===== src/rtl/psdr_pkg.sv =====
// shared constants and types for the path slash and dot reducer
`default_nettype none
package psdr_pkg;

  localparam logic [7:0] CH_SLASH = 8'h2F;
  localparam logic [7:0] CH_DOT   = 8'h2E;
  localparam logic [7:0] CH_NUL   = 8'h00;

  // results one item can cause, and depth of the result queue
  localparam int RES_MAX = 3;
  localparam int QDEPTH  = 4;
  localparam int QCNT_W  = $clog2(QDEPTH + 1);
  localparam int QIDX_W  = $clog2(QDEPTH);
  localparam int RCNT_W  = $clog2(RES_MAX + 1);

  typedef struct packed {
    logic [7:0] ch;
    logic       has_char;
    logic       path_end;
  } res_t;

endpackage
`default_nettype wire


===== src/rtl/path_slash_dot_reducer.sv =====
// path slash and dot reducer: streaming filter with a four-entry result queue
// the results of a taken item are registered into the queue; the queue head drives the output
// throughput: one item per cycle while no item yields over one result and out_stall is low;
//   an item that yields two or three results leaves them queued to be offered in order
// the result queue takes a new item whenever three entries are free after this cycle's pop
// reset: synchronous, active low; empties the queue and returns to the start of a path
`default_nettype none
module path_slash_dot_reducer (
  input  wire logic       clk,
  input  wire logic       rst_n,
  input  wire logic       in_valid,
  output logic            in_stall,
  input  wire logic [7:0] in_ch,
  input  wire logic       in_no_char,
  input  wire logic       in_last,
  output logic            out_valid,
  input  wire logic       out_stall,
  output logic [7:0]      out_ch,
  output logic            out_has_char,
  output logic            out_path_end
);
  import psdr_pkg::*;

  typedef enum logic [1:0] {PH_START, PH_ONE, PH_TWO, PH_BODY} phase_t;

  phase_t                  phase_r, phase_nxt;
  logic                    slash_r, slash_nxt;
  logic                    dot_r, dot_nxt;
  res_t                    q_r [QDEPTH];
  res_t                    q_nxt [QDEPTH];
  logic [QCNT_W-1:0]       cnt_r, cnt_nxt;

  res_t                    res [RES_MAX];
  logic [RCNT_W-1:0]       n_res;
  logic                    body;
  logic                    is_sl, is_dot;
  logic                    in_acc, pop;
  logic [QCNT_W-1:0]       base;
  logic [QCNT_W-1:0]       k;
  logic [QCNT_W-1:0]       src;

  assign is_sl  = (in_ch == CH_SLASH);
  assign is_dot = (in_ch == CH_DOT);
  assign pop    = (cnt_r != '0) && !out_stall;
  assign in_stall = !((cnt_r <= QCNT_W'(QDEPTH - RES_MAX)) ||
                      ((cnt_r == QCNT_W'(QDEPTH - RES_MAX + 1)) && pop));
  assign in_acc = in_valid && !in_stall;

  // results and next path state for the item at the input
  always_comb begin
    phase_nxt = phase_r;
    slash_nxt = slash_r;
    dot_nxt   = dot_r;
    n_res     = '0;
    body      = 1'b0;
    for (int i = 0; i < RES_MAX; i++) begin
      res[i] = '{ch: CH_NUL, has_char: 1'b0, path_end: 1'b0};
    end
    if (!in_no_char) begin
      case (phase_r)
        PH_START: begin
          if (is_sl) begin
            res[n_res] = '{ch: CH_SLASH, has_char: 1'b1, path_end: 1'b0};
            n_res      = n_res + RCNT_W'(1);
            slash_nxt  = 1'b1;
            phase_nxt  = PH_ONE;
          end else begin
            phase_nxt = PH_BODY;
            body      = 1'b1;
          end
        end
        PH_ONE: begin
          if (is_sl) begin
            phase_nxt = PH_TWO;
          end else begin
            phase_nxt = PH_BODY;
            body      = 1'b1;
          end
        end
        PH_TWO: begin
          phase_nxt = PH_BODY;
          body      = 1'b1;
          if (!is_sl) begin
            res[n_res] = '{ch: CH_SLASH, has_char: 1'b1, path_end: 1'b0};
            n_res      = n_res + RCNT_W'(1);
          end
        end
        default: body = 1'b1;
      endcase
      if (body) begin
        if (dot_nxt) begin
          dot_nxt = 1'b0;
          if (!is_sl) begin
            res[n_res] = '{ch: CH_DOT, has_char: 1'b1, path_end: 1'b0};
            n_res      = n_res + RCNT_W'(1);
            res[n_res] = '{ch: in_ch, has_char: 1'b1, path_end: 1'b0};
            n_res      = n_res + RCNT_W'(1);
            slash_nxt  = 1'b0;
          end
        end else if (slash_nxt) begin
          if (is_dot) begin
            dot_nxt = 1'b1;
          end else if (!is_sl) begin
            res[n_res] = '{ch: in_ch, has_char: 1'b1, path_end: 1'b0};
            n_res      = n_res + RCNT_W'(1);
            slash_nxt  = 1'b0;
          end
        end else begin
          res[n_res] = '{ch: in_ch, has_char: 1'b1, path_end: 1'b0};
          n_res      = n_res + RCNT_W'(1);
          slash_nxt  = is_sl;
        end
      end
    end
    if (in_last) begin
      if (phase_nxt == PH_TWO) begin
        res[n_res] = '{ch: CH_SLASH, has_char: 1'b1, path_end: 1'b0};
        n_res      = n_res + RCNT_W'(1);
      end
      if (dot_nxt) begin
        res[n_res] = '{ch: CH_DOT, has_char: 1'b1, path_end: 1'b0};
        n_res      = n_res + RCNT_W'(1);
      end
      if (n_res == '0) begin
        res[0] = '{ch: CH_NUL, has_char: 1'b0, path_end: 1'b0};
        n_res  = RCNT_W'(1);
      end
      res[n_res - RCNT_W'(1)].path_end = 1'b1;
      phase_nxt = PH_START;
      slash_nxt = 1'b0;
      dot_nxt   = 1'b0;
    end
  end

  // result queue: drop the head on a pop, append the new item's results behind
  always_comb begin
    base = cnt_r - QCNT_W'(pop);
    for (int i = 0; i < QDEPTH; i++) begin
      src      = QCNT_W'(i) + QCNT_W'(pop);
      k        = QCNT_W'(i) - base;
      q_nxt[i] = q_r[i];
      if (QCNT_W'(i) < base) begin
        q_nxt[i] = q_r[src[QIDX_W-1:0]];
      end else if (in_acc && (k < QCNT_W'(n_res))) begin
        q_nxt[i] = res[k[RCNT_W-1:0]];
      end
    end
    cnt_nxt = base + (in_acc ? QCNT_W'(n_res) : '0);
  end

  always_ff @(posedge clk) begin
    if (!rst_n) begin
      phase_r <= PH_START;
      slash_r <= 1'b0;
      dot_r   <= 1'b0;
      cnt_r   <= '0;
    end else begin
      cnt_r <= cnt_nxt;
      if (in_acc) begin
        phase_r <= phase_nxt;
        slash_r <= slash_nxt;
        dot_r   <= dot_nxt;
      end
    end
  end

  always_ff @(posedge clk) begin
    for (int i = 0; i < QDEPTH; i++) begin
      q_r[i] <= q_nxt[i];
    end
  end

  assign out_valid    = (cnt_r != '0);
  assign out_ch       = q_r[0].ch;
  assign out_has_char = q_r[0].has_char;
  assign out_path_end = q_r[0].path_end;

endmodule
`default_nettype wire


===== config.mk =====
export PLATFORM = sky130hd
export DESIGN_NAME = path_slash_dot_reducer
export DESIGN_NICKNAME = d
export VERILOG_FILES = /design/src/rtl/psdr_pkg.sv /design/src/rtl/path_slash_dot_reducer.sv
export SDC_FILE = /design/constraint.sdc
export NUM_CORES = 1
export LEC_CHECK = 0
export BUFFER_PORTS_ARGS = -buffer_cell sky130_fd_sc_hd__buf_2
export CORE_UTILIZATION = 60
export CTS_BUF_LIST = sky130_fd_sc_hd__clkbuf_8 sky130_fd_sc_hd__clkbuf_16
export DETAILED_ROUTE_END_ITERATION = 8
export PLACE_DENSITY = 0.82
export SETUP_SLACK_MARGIN = 0.4
export SYNTH_ARGS = -nofsm -noshare
export SYNTH_HDL_FRONTEND = slang
export SYNTH_SLANG_ARGS = --single-unit

===== constraint.sdc =====
create_clock -name clk -period 10.45 [get_ports clk]
set_input_delay 0 -clock clk [delete_from_list [all_inputs] [get_ports clk]]
set_output_delay 0 -clock clk [all_outputs]
set_load 0.005 [all_outputs]

[After elaboration in Yosys (flattened, before gate mapping)]
Memories as Yosys holds them, arrays and structs flattened.
Cells that the tools add are included.
Operators by class
  bitwise gates (word level): 18
  $lt $le $gt $ge: 23
  equal/unequal tests: 10
  reduce and logical (&&, ||, !) cells: 20
  multiplexer cells: 95
  add/subtract/negate cells: 14
Operator list (number)
  two-way mux 30 bit: 12
  two-way mux 10 bit: 23
  demux 10 bit (select 2 bit): 5
  bitwise mux 30 bit: 3
  binary-select mux 10 bit (select 2 bit): 4
  two-way mux 2 bit: 19
  bitwise AND 15 bit: 2
  NOT 15 bit: 2
  OR 15 bit: 2
  greater-or-equal comparator 3 bit (second input constant): 9
  NOT 2 -> 3 bit: 9
  two-way mux 1 bit: 24
  OR 18 bit: 1
  == test 8 x 6 -> 1 bit (second input constant): 2
  two-way mux 8 bit: 2
  case mux 8 bit (2 select lines): 1
  less-than comparator 3 x 1 -> 1 bit (second input constant): 5
  bitwise AND 12 bit: 1
  logical AND 1 bit: 12
  less-than comparator 3 x 2 -> 1 bit: 4
  NOT 12 bit: 1
  adder 2 x 1 -> 2 bit (second input constant): 4
  less-than comparator 1 x 3 -> 1 bit (first input constant): 2
  less-than comparator 2 x 3 -> 1 bit (first input constant): 2
  21 further kinds: 29
Word-level totals
  output and inout port bits: 12
  word-level logic and storage cells: 185
  register bits after elaboration: 7
  input bits: 14
  memories: 1
  bits in writable memories: 40
Memory list
  q_r: words 4, bits a word 10, rd ports 5, clocked after Yosys merged registers in 0, wr ports 4, line path_slash_dot_reducer.sv:29  | res_t q_r [QDEPTH];

[Depth between registers and ports, before layout]
  depth in word-level cells: 33
  gate-level depth with buffers: 21
  depth with buffers taken out: 20

[Worst setup path after synthesis]
Ideal clock, no wire load.
  kind: flip-flop to flip-flop
  start point: register phase_r[0]
  end point: memory q_r[3][0] (netlist name) (enable)
  library setup time: 0.393 ns
  setup slack: 6.340 ns
  arrival time: 3.717 ns
  stages on the path, launching flop included: 18
  data required time: 10.057 ns
  cell sequence: dfxtp_1 > inv_1 > ha_1 > nor2_1 > nor3_1 > o221a_1 > a31o_2 > buf_6 > inv_2 > ha_1 > a21o_1 > inv_1 > ha_1 > nand3_1 > nand2_1 > o22ai_1 > o21ai_0 > o31ai_1
RTL lines
  start: declaration: line path_slash_dot_reducer.sv:26  | phase_t phase_r, phase_nxt;
  start signal: assignment: line path_slash_dot_reducer.sv:160  | phase_r <= phase_nxt;
  end: declaration: line path_slash_dot_reducer.sv:29

==> out/metrics.csv <==
stage,metric,value,unit
floorplan,Horiz. Die Dim,86.9,µm
worst_setup_path,Worst EP arrival,5.63,ns
synth,share of async-settable or async-resettable flops after synthesis,0,
cells_and_area,register cell area after layout,1340,µm²
floorplan,site row count,30,
cells_and_area,final instance area,4600,µm²
route,routed len/inst,23.6,µm
synth,cell area after technology mapping,4330,µm²
synth,cell count after synthesis,526,
synth,number of synthesized flops with an enable pin,40,
placed_design,cell count after placement,617,
global_route,gr usage total,0.409,
worst_setup_path,cell family with most CP delay,adder cells,
worst_setup_path,beginning of the worst register-to-register path,cnt_r[2],
power_and_ir_drop,highest ir drop seen on vdd,0.000137,V
route,Routed Antenna Nets,0,
synth,Area contributors post-synth,"sky130_fd_sc_hd__edfxtp_1 28%, sky130_fd_sc_hd__nand2_1 6.7%, sky130_fd_sc_hd__ha_1 5.5%",
timing,post-route worst hold slack,0.137,ns
cells_and_area,most common library cell in the layout ignoring fill and taps,sky130_fd_sc_hd__nand2_1,
worst_setup_path,crit path launch,cnt_r[2],
timing,number of max-slew violations in the final report,0,
power_and_ir_drop,power density normalized to cell area,322,nW/µm²
synth,average instance area after synthesis,8.23,µm²
cts,Clock Sink Count,47,
route,Pre-antenna DRT Iters,5,
cts,CTS H-tree depth,2,
synth,area share of the largest cell type after synthesis,0.278,
synth,Post-Synthesis Net Count,560,
cts,clock-pin transition on the worst setup and hold timing paths,0.09,ns
global_route,number of global-route vias before repair,4174,
cells_and_area,number of antenna repair diodes,0,
cts,root buffer cell,sky130_fd_sc_hd__clkbuf_8,
synth,YS warnings,0,
worst_setup_path,worst setup path category,reg2reg,
cells_and_area,area of combinational cells with multiple inputs,2740,µm²
worst_setup_path,worst path required time,10.42,ns
timing,headroom to the max-slew limit,0.402,
worst_setup_path,stage delay of the slowest cell on the critical path,0.84,ns
placed_design,number of buffers added on ports,25,
floorplan,Vert. Die Dim,86.9,µm
global_route,initial antenna violation count,0,
worst_setup_path,CP Capture Type,register,
power_and_ir_drop,leakage power summed over all cells,1.77,nW
placed_design,Placer Congestion,0.980,
cells_and_area,Fill cells,580,
route,drc violations,0,
cells_and_area,fraction of final layout cells sized beyond drive strength 1,0.115,
route,total length of routed wires,14800,µm
cells_and_area,number of nets in the final layout,563,
timing,Layout Skew,0.00889,ns
timing,endpoints failing setup,0,
synth,post-synthesis cell type with the largest combined area,sky130_fd_sc_hd__edfxtp_1,
cts,"Clk Latency, worst-skew pair",0.31,ns
cts,number of setup buffers added after CTS,0,
timing,upper clock frequency limit,0.177,GHz
worst_setup_path,Worst setup SP type,register,
floorplan,DIE AREA,7560,µm²
cts,TritonCTS clock tree,built,
worst_setup_path,cell chain of the critical path,"or3_1, nand2b_1, inv_1, ha_1, ha_1, ha_1, nand2_1, a2111oi_2, a211o_1",
worst_setup_path,highest-delay cell along the critical path,sky130_fd_sc_hd__ha_1,
placed_design,instance area at placement,4450,µm²
route,First DRT Iteration DRCs,715,
cells_and_area,growth of design area from synthesis to finish,6.33,%
status,status,finished clean,
synth,most used flip-flop cell after synthesis,sky130_fd_sc_hd__edfxtp_1,
worst_setup_path,WP buf/inv,1,
floorplan,core box area,6870,µm²
timing,measured slew at the worst slew-check pin,0.897,ns
global_route,total congestion overflow,0,
floorplan,total I/O pin count,26,
timing,final hold violation count,0,
timing,unrepaired setup endpoints after global routing,false,
min_path,worst min-delay path class,in2reg,
synth,post-synthesis register bit count,47,
route,ratio of routed vias to standard cells,7.18,
timing,Total Negative Setup Slacks,0,ns
floorplan,initial standard-cell utilization of the core,0.630,
global_route,first-pass GRT wire length,22800,µm
global_route,maximum number of pins on one net before global-route repair,37,
cells_and_area,"top library cells by usage in the layout, fill and taps aside","77 x sky130_fd_sc_hd__nand2_1, 44 x sky130_fd_sc_hd__nor2_1, 43 x sky130_fd_sc_hd__a21oi_1",
worst_setup_path,critical path's most frequent cell,sky130_fd_sc_hd__ha_1,
placed_design,Final HPWL DP,11000,µm
flow_run,number of maximum-capacitance violations,0,
cts,maximum count of clock buffers along a single path,2,
timing,crit share post-route,0.542,
cts,CTS Buf Count,5,
route,via count,4496,
synth,post-synthesis sequential area ratio,0.310,
cells_and_area,count of non-filler cells in the finished layout,626,
min_path,beginning of the worst hold path,in_ch[6],
worst_setup_path,highest net fanout along the worst path,24,
synth,distinct cell type count after synthesis,79,
timing,Final Critical Period,5.66,ns
-- synthesized netlist by cell type (3+ instances only) --
| cell | instances |
|---|---|
| sky130_fd_sc_hd__nor3_1 | 14 |
| sky130_fd_sc_hd__nor2b_1 | 6 |
| sky130_fd_sc_hd__or3_1 | 4 |
| sky130_fd_sc_hd__nor2_1 | 44 |
| sky130_fd_sc_hd__nand2b_1 | 5 |
| sky130_fd_sc_hd__a31oi_1 | 8 |
| sky130_fd_sc_hd__mux2i_1 | 9 |
| sky130_fd_sc_hd__buf_2 | 4 |
| sky130_fd_sc_hd__nand4_1 | 3 |
| sky130_fd_sc_hd__dfxtp_1 | 7 |
| sky130_fd_sc_hd__and3_1 | 5 |
| sky130_fd_sc_hd__a22o_1 | 6 |
| sky130_fd_sc_hd__a21oi_1 | 43 |
| sky130_fd_sc_hd__o21a_1 | 3 |
| sky130_fd_sc_hd__a211o_1 | 3 |
| sky130_fd_sc_hd__ha_1 | 19 |
| sky130_fd_sc_hd__o31a_1 | 5 |
| sky130_fd_sc_hd__a211oi_1 | 6 |
| sky130_fd_sc_hd__clkbuf_1 | 25 |
| sky130_fd_sc_hd__nor4_1 | 5 |
| sky130_fd_sc_hd__edfxtp_1 | 40 |
| sky130_fd_sc_hd__a21o_1 | 8 |
| sky130_fd_sc_hd__xnor2_1 | 5 |
| sky130_fd_sc_hd__a22oi_1 | 5 |
| sky130_fd_sc_hd__o21ai_0 | 29 |
| sky130_fd_sc_hd__a311oi_1 | 4 |
| sky130_fd_sc_hd__nand2_1 | 77 |
| sky130_fd_sc_hd__nand3b_1 | 3 |
| sky130_fd_sc_hd__a31o_2 | 3 |
| sky130_fd_sc_hd__o21ai_1 | 4 |
| sky130_fd_sc_hd__a2111oi_0 | 4 |
| sky130_fd_sc_hd__o22ai_1 | 11 |
| sky130_fd_sc_hd__inv_1 | 20 |
| sky130_fd_sc_hd__o221a_1 | 5 |
| sky130_fd_sc_hd__o221a_2 | 3 |
| sky130_fd_sc_hd__nand3_1 | 14 |
| sky130_fd_sc_hd__o31ai_1 | 6 |
| sky130_fd_sc_hd__and2_1 | 9 |
-- registers in the layout (all words and copies together), names as in the netlist --
signal and count:
dot_r 1, phase_r 2, slash_r 1, q_r 40
cnt_r 3
-- layout make-up --
class	count	area share
multi-input combinational	421	0.596
sequential	47	0.292
timing repair buffer	30	0.0359
tap	96	0.0261
inverter	24	0.0196
clock inverter	3	0.0155
clock buffer	5	0.0150
-- cells by family (layout without fill, tap and decap cells) --
kind of cell | Yosys count | count (layout) | share of synthesized area
and+or+nand+nor | 199 | 199 | 0.219
AOI/OAI and AO/OA | 183 | 183 | 0.304
buffers and inverters | 58 | 62 | 0.0558
DFF | 47 | 47 | 0.310
adders and majority gates | 20 | 20 | 0.0596
muxes | 12 | 12 | 0.0347
xor gates and xnor gates | 7 | 7 | 0.0174
-- per-layer routing --
metal,GRT usage,part of all wire,vias to the layer above
met2,0.651,0.46,336
met3,0.0673,0.11,55
met1,0.538,0.38,2111
met4,0.209,0.050,0
li1,-,-,1994
met5,0,0,-
-- per-stage QoR --
step / worst slack, ns / utilization / power [mW]
after floorplan: 6.34 / - / 1.02
after global placement: 5.20 / 0.648 / 1.26
after detailed placement: 4.90 / 0.648 / 1.28
after CTS: 4.87 / 0.670 / 1.45
after global routing: 4.38 / 0.670 / 1.56
final: 4.79 / 0.670 / 1.48
-- report_power, final --
group / internal [mW] / switching (mW) / total (mW) / leakage (nW)
logic: 0.298 / 0.604 / 0.902 / 1.27
clock network: 0.0972 / 0.0709 / 0.168 / 0.0703
registers: 0.357 / 0.0546 / 0.411 / 0.431
total: 0.752 / 0.730 / 1.48 / 1.77
-- timing repair --
action	4_1_cts	5_1_grt
hold buffers	1	0
gates resized for setup	0	0
endpoints found under the hold margin	1	0
-- path summary, 6_finish.rpt --
check        cells after the start         to  slack (ns)
max                              9  q_r[0][8]        4.79
max reg2reg                      9  q_r[0][8]        4.79
min                              3  q_r[2][8]        0.14
min reg2reg                      2  q_r[0][0]        0.55
-- tightest hold or removal path, delay by kind of cell --
family	cells	cell delay (ns)
buffers and inverters	1	0.15
and+or+nand+nor	1	0.07
AOI/OAI and AO/OA	1	0.06
No activity file was read; power rests on OpenSTA's default activity.
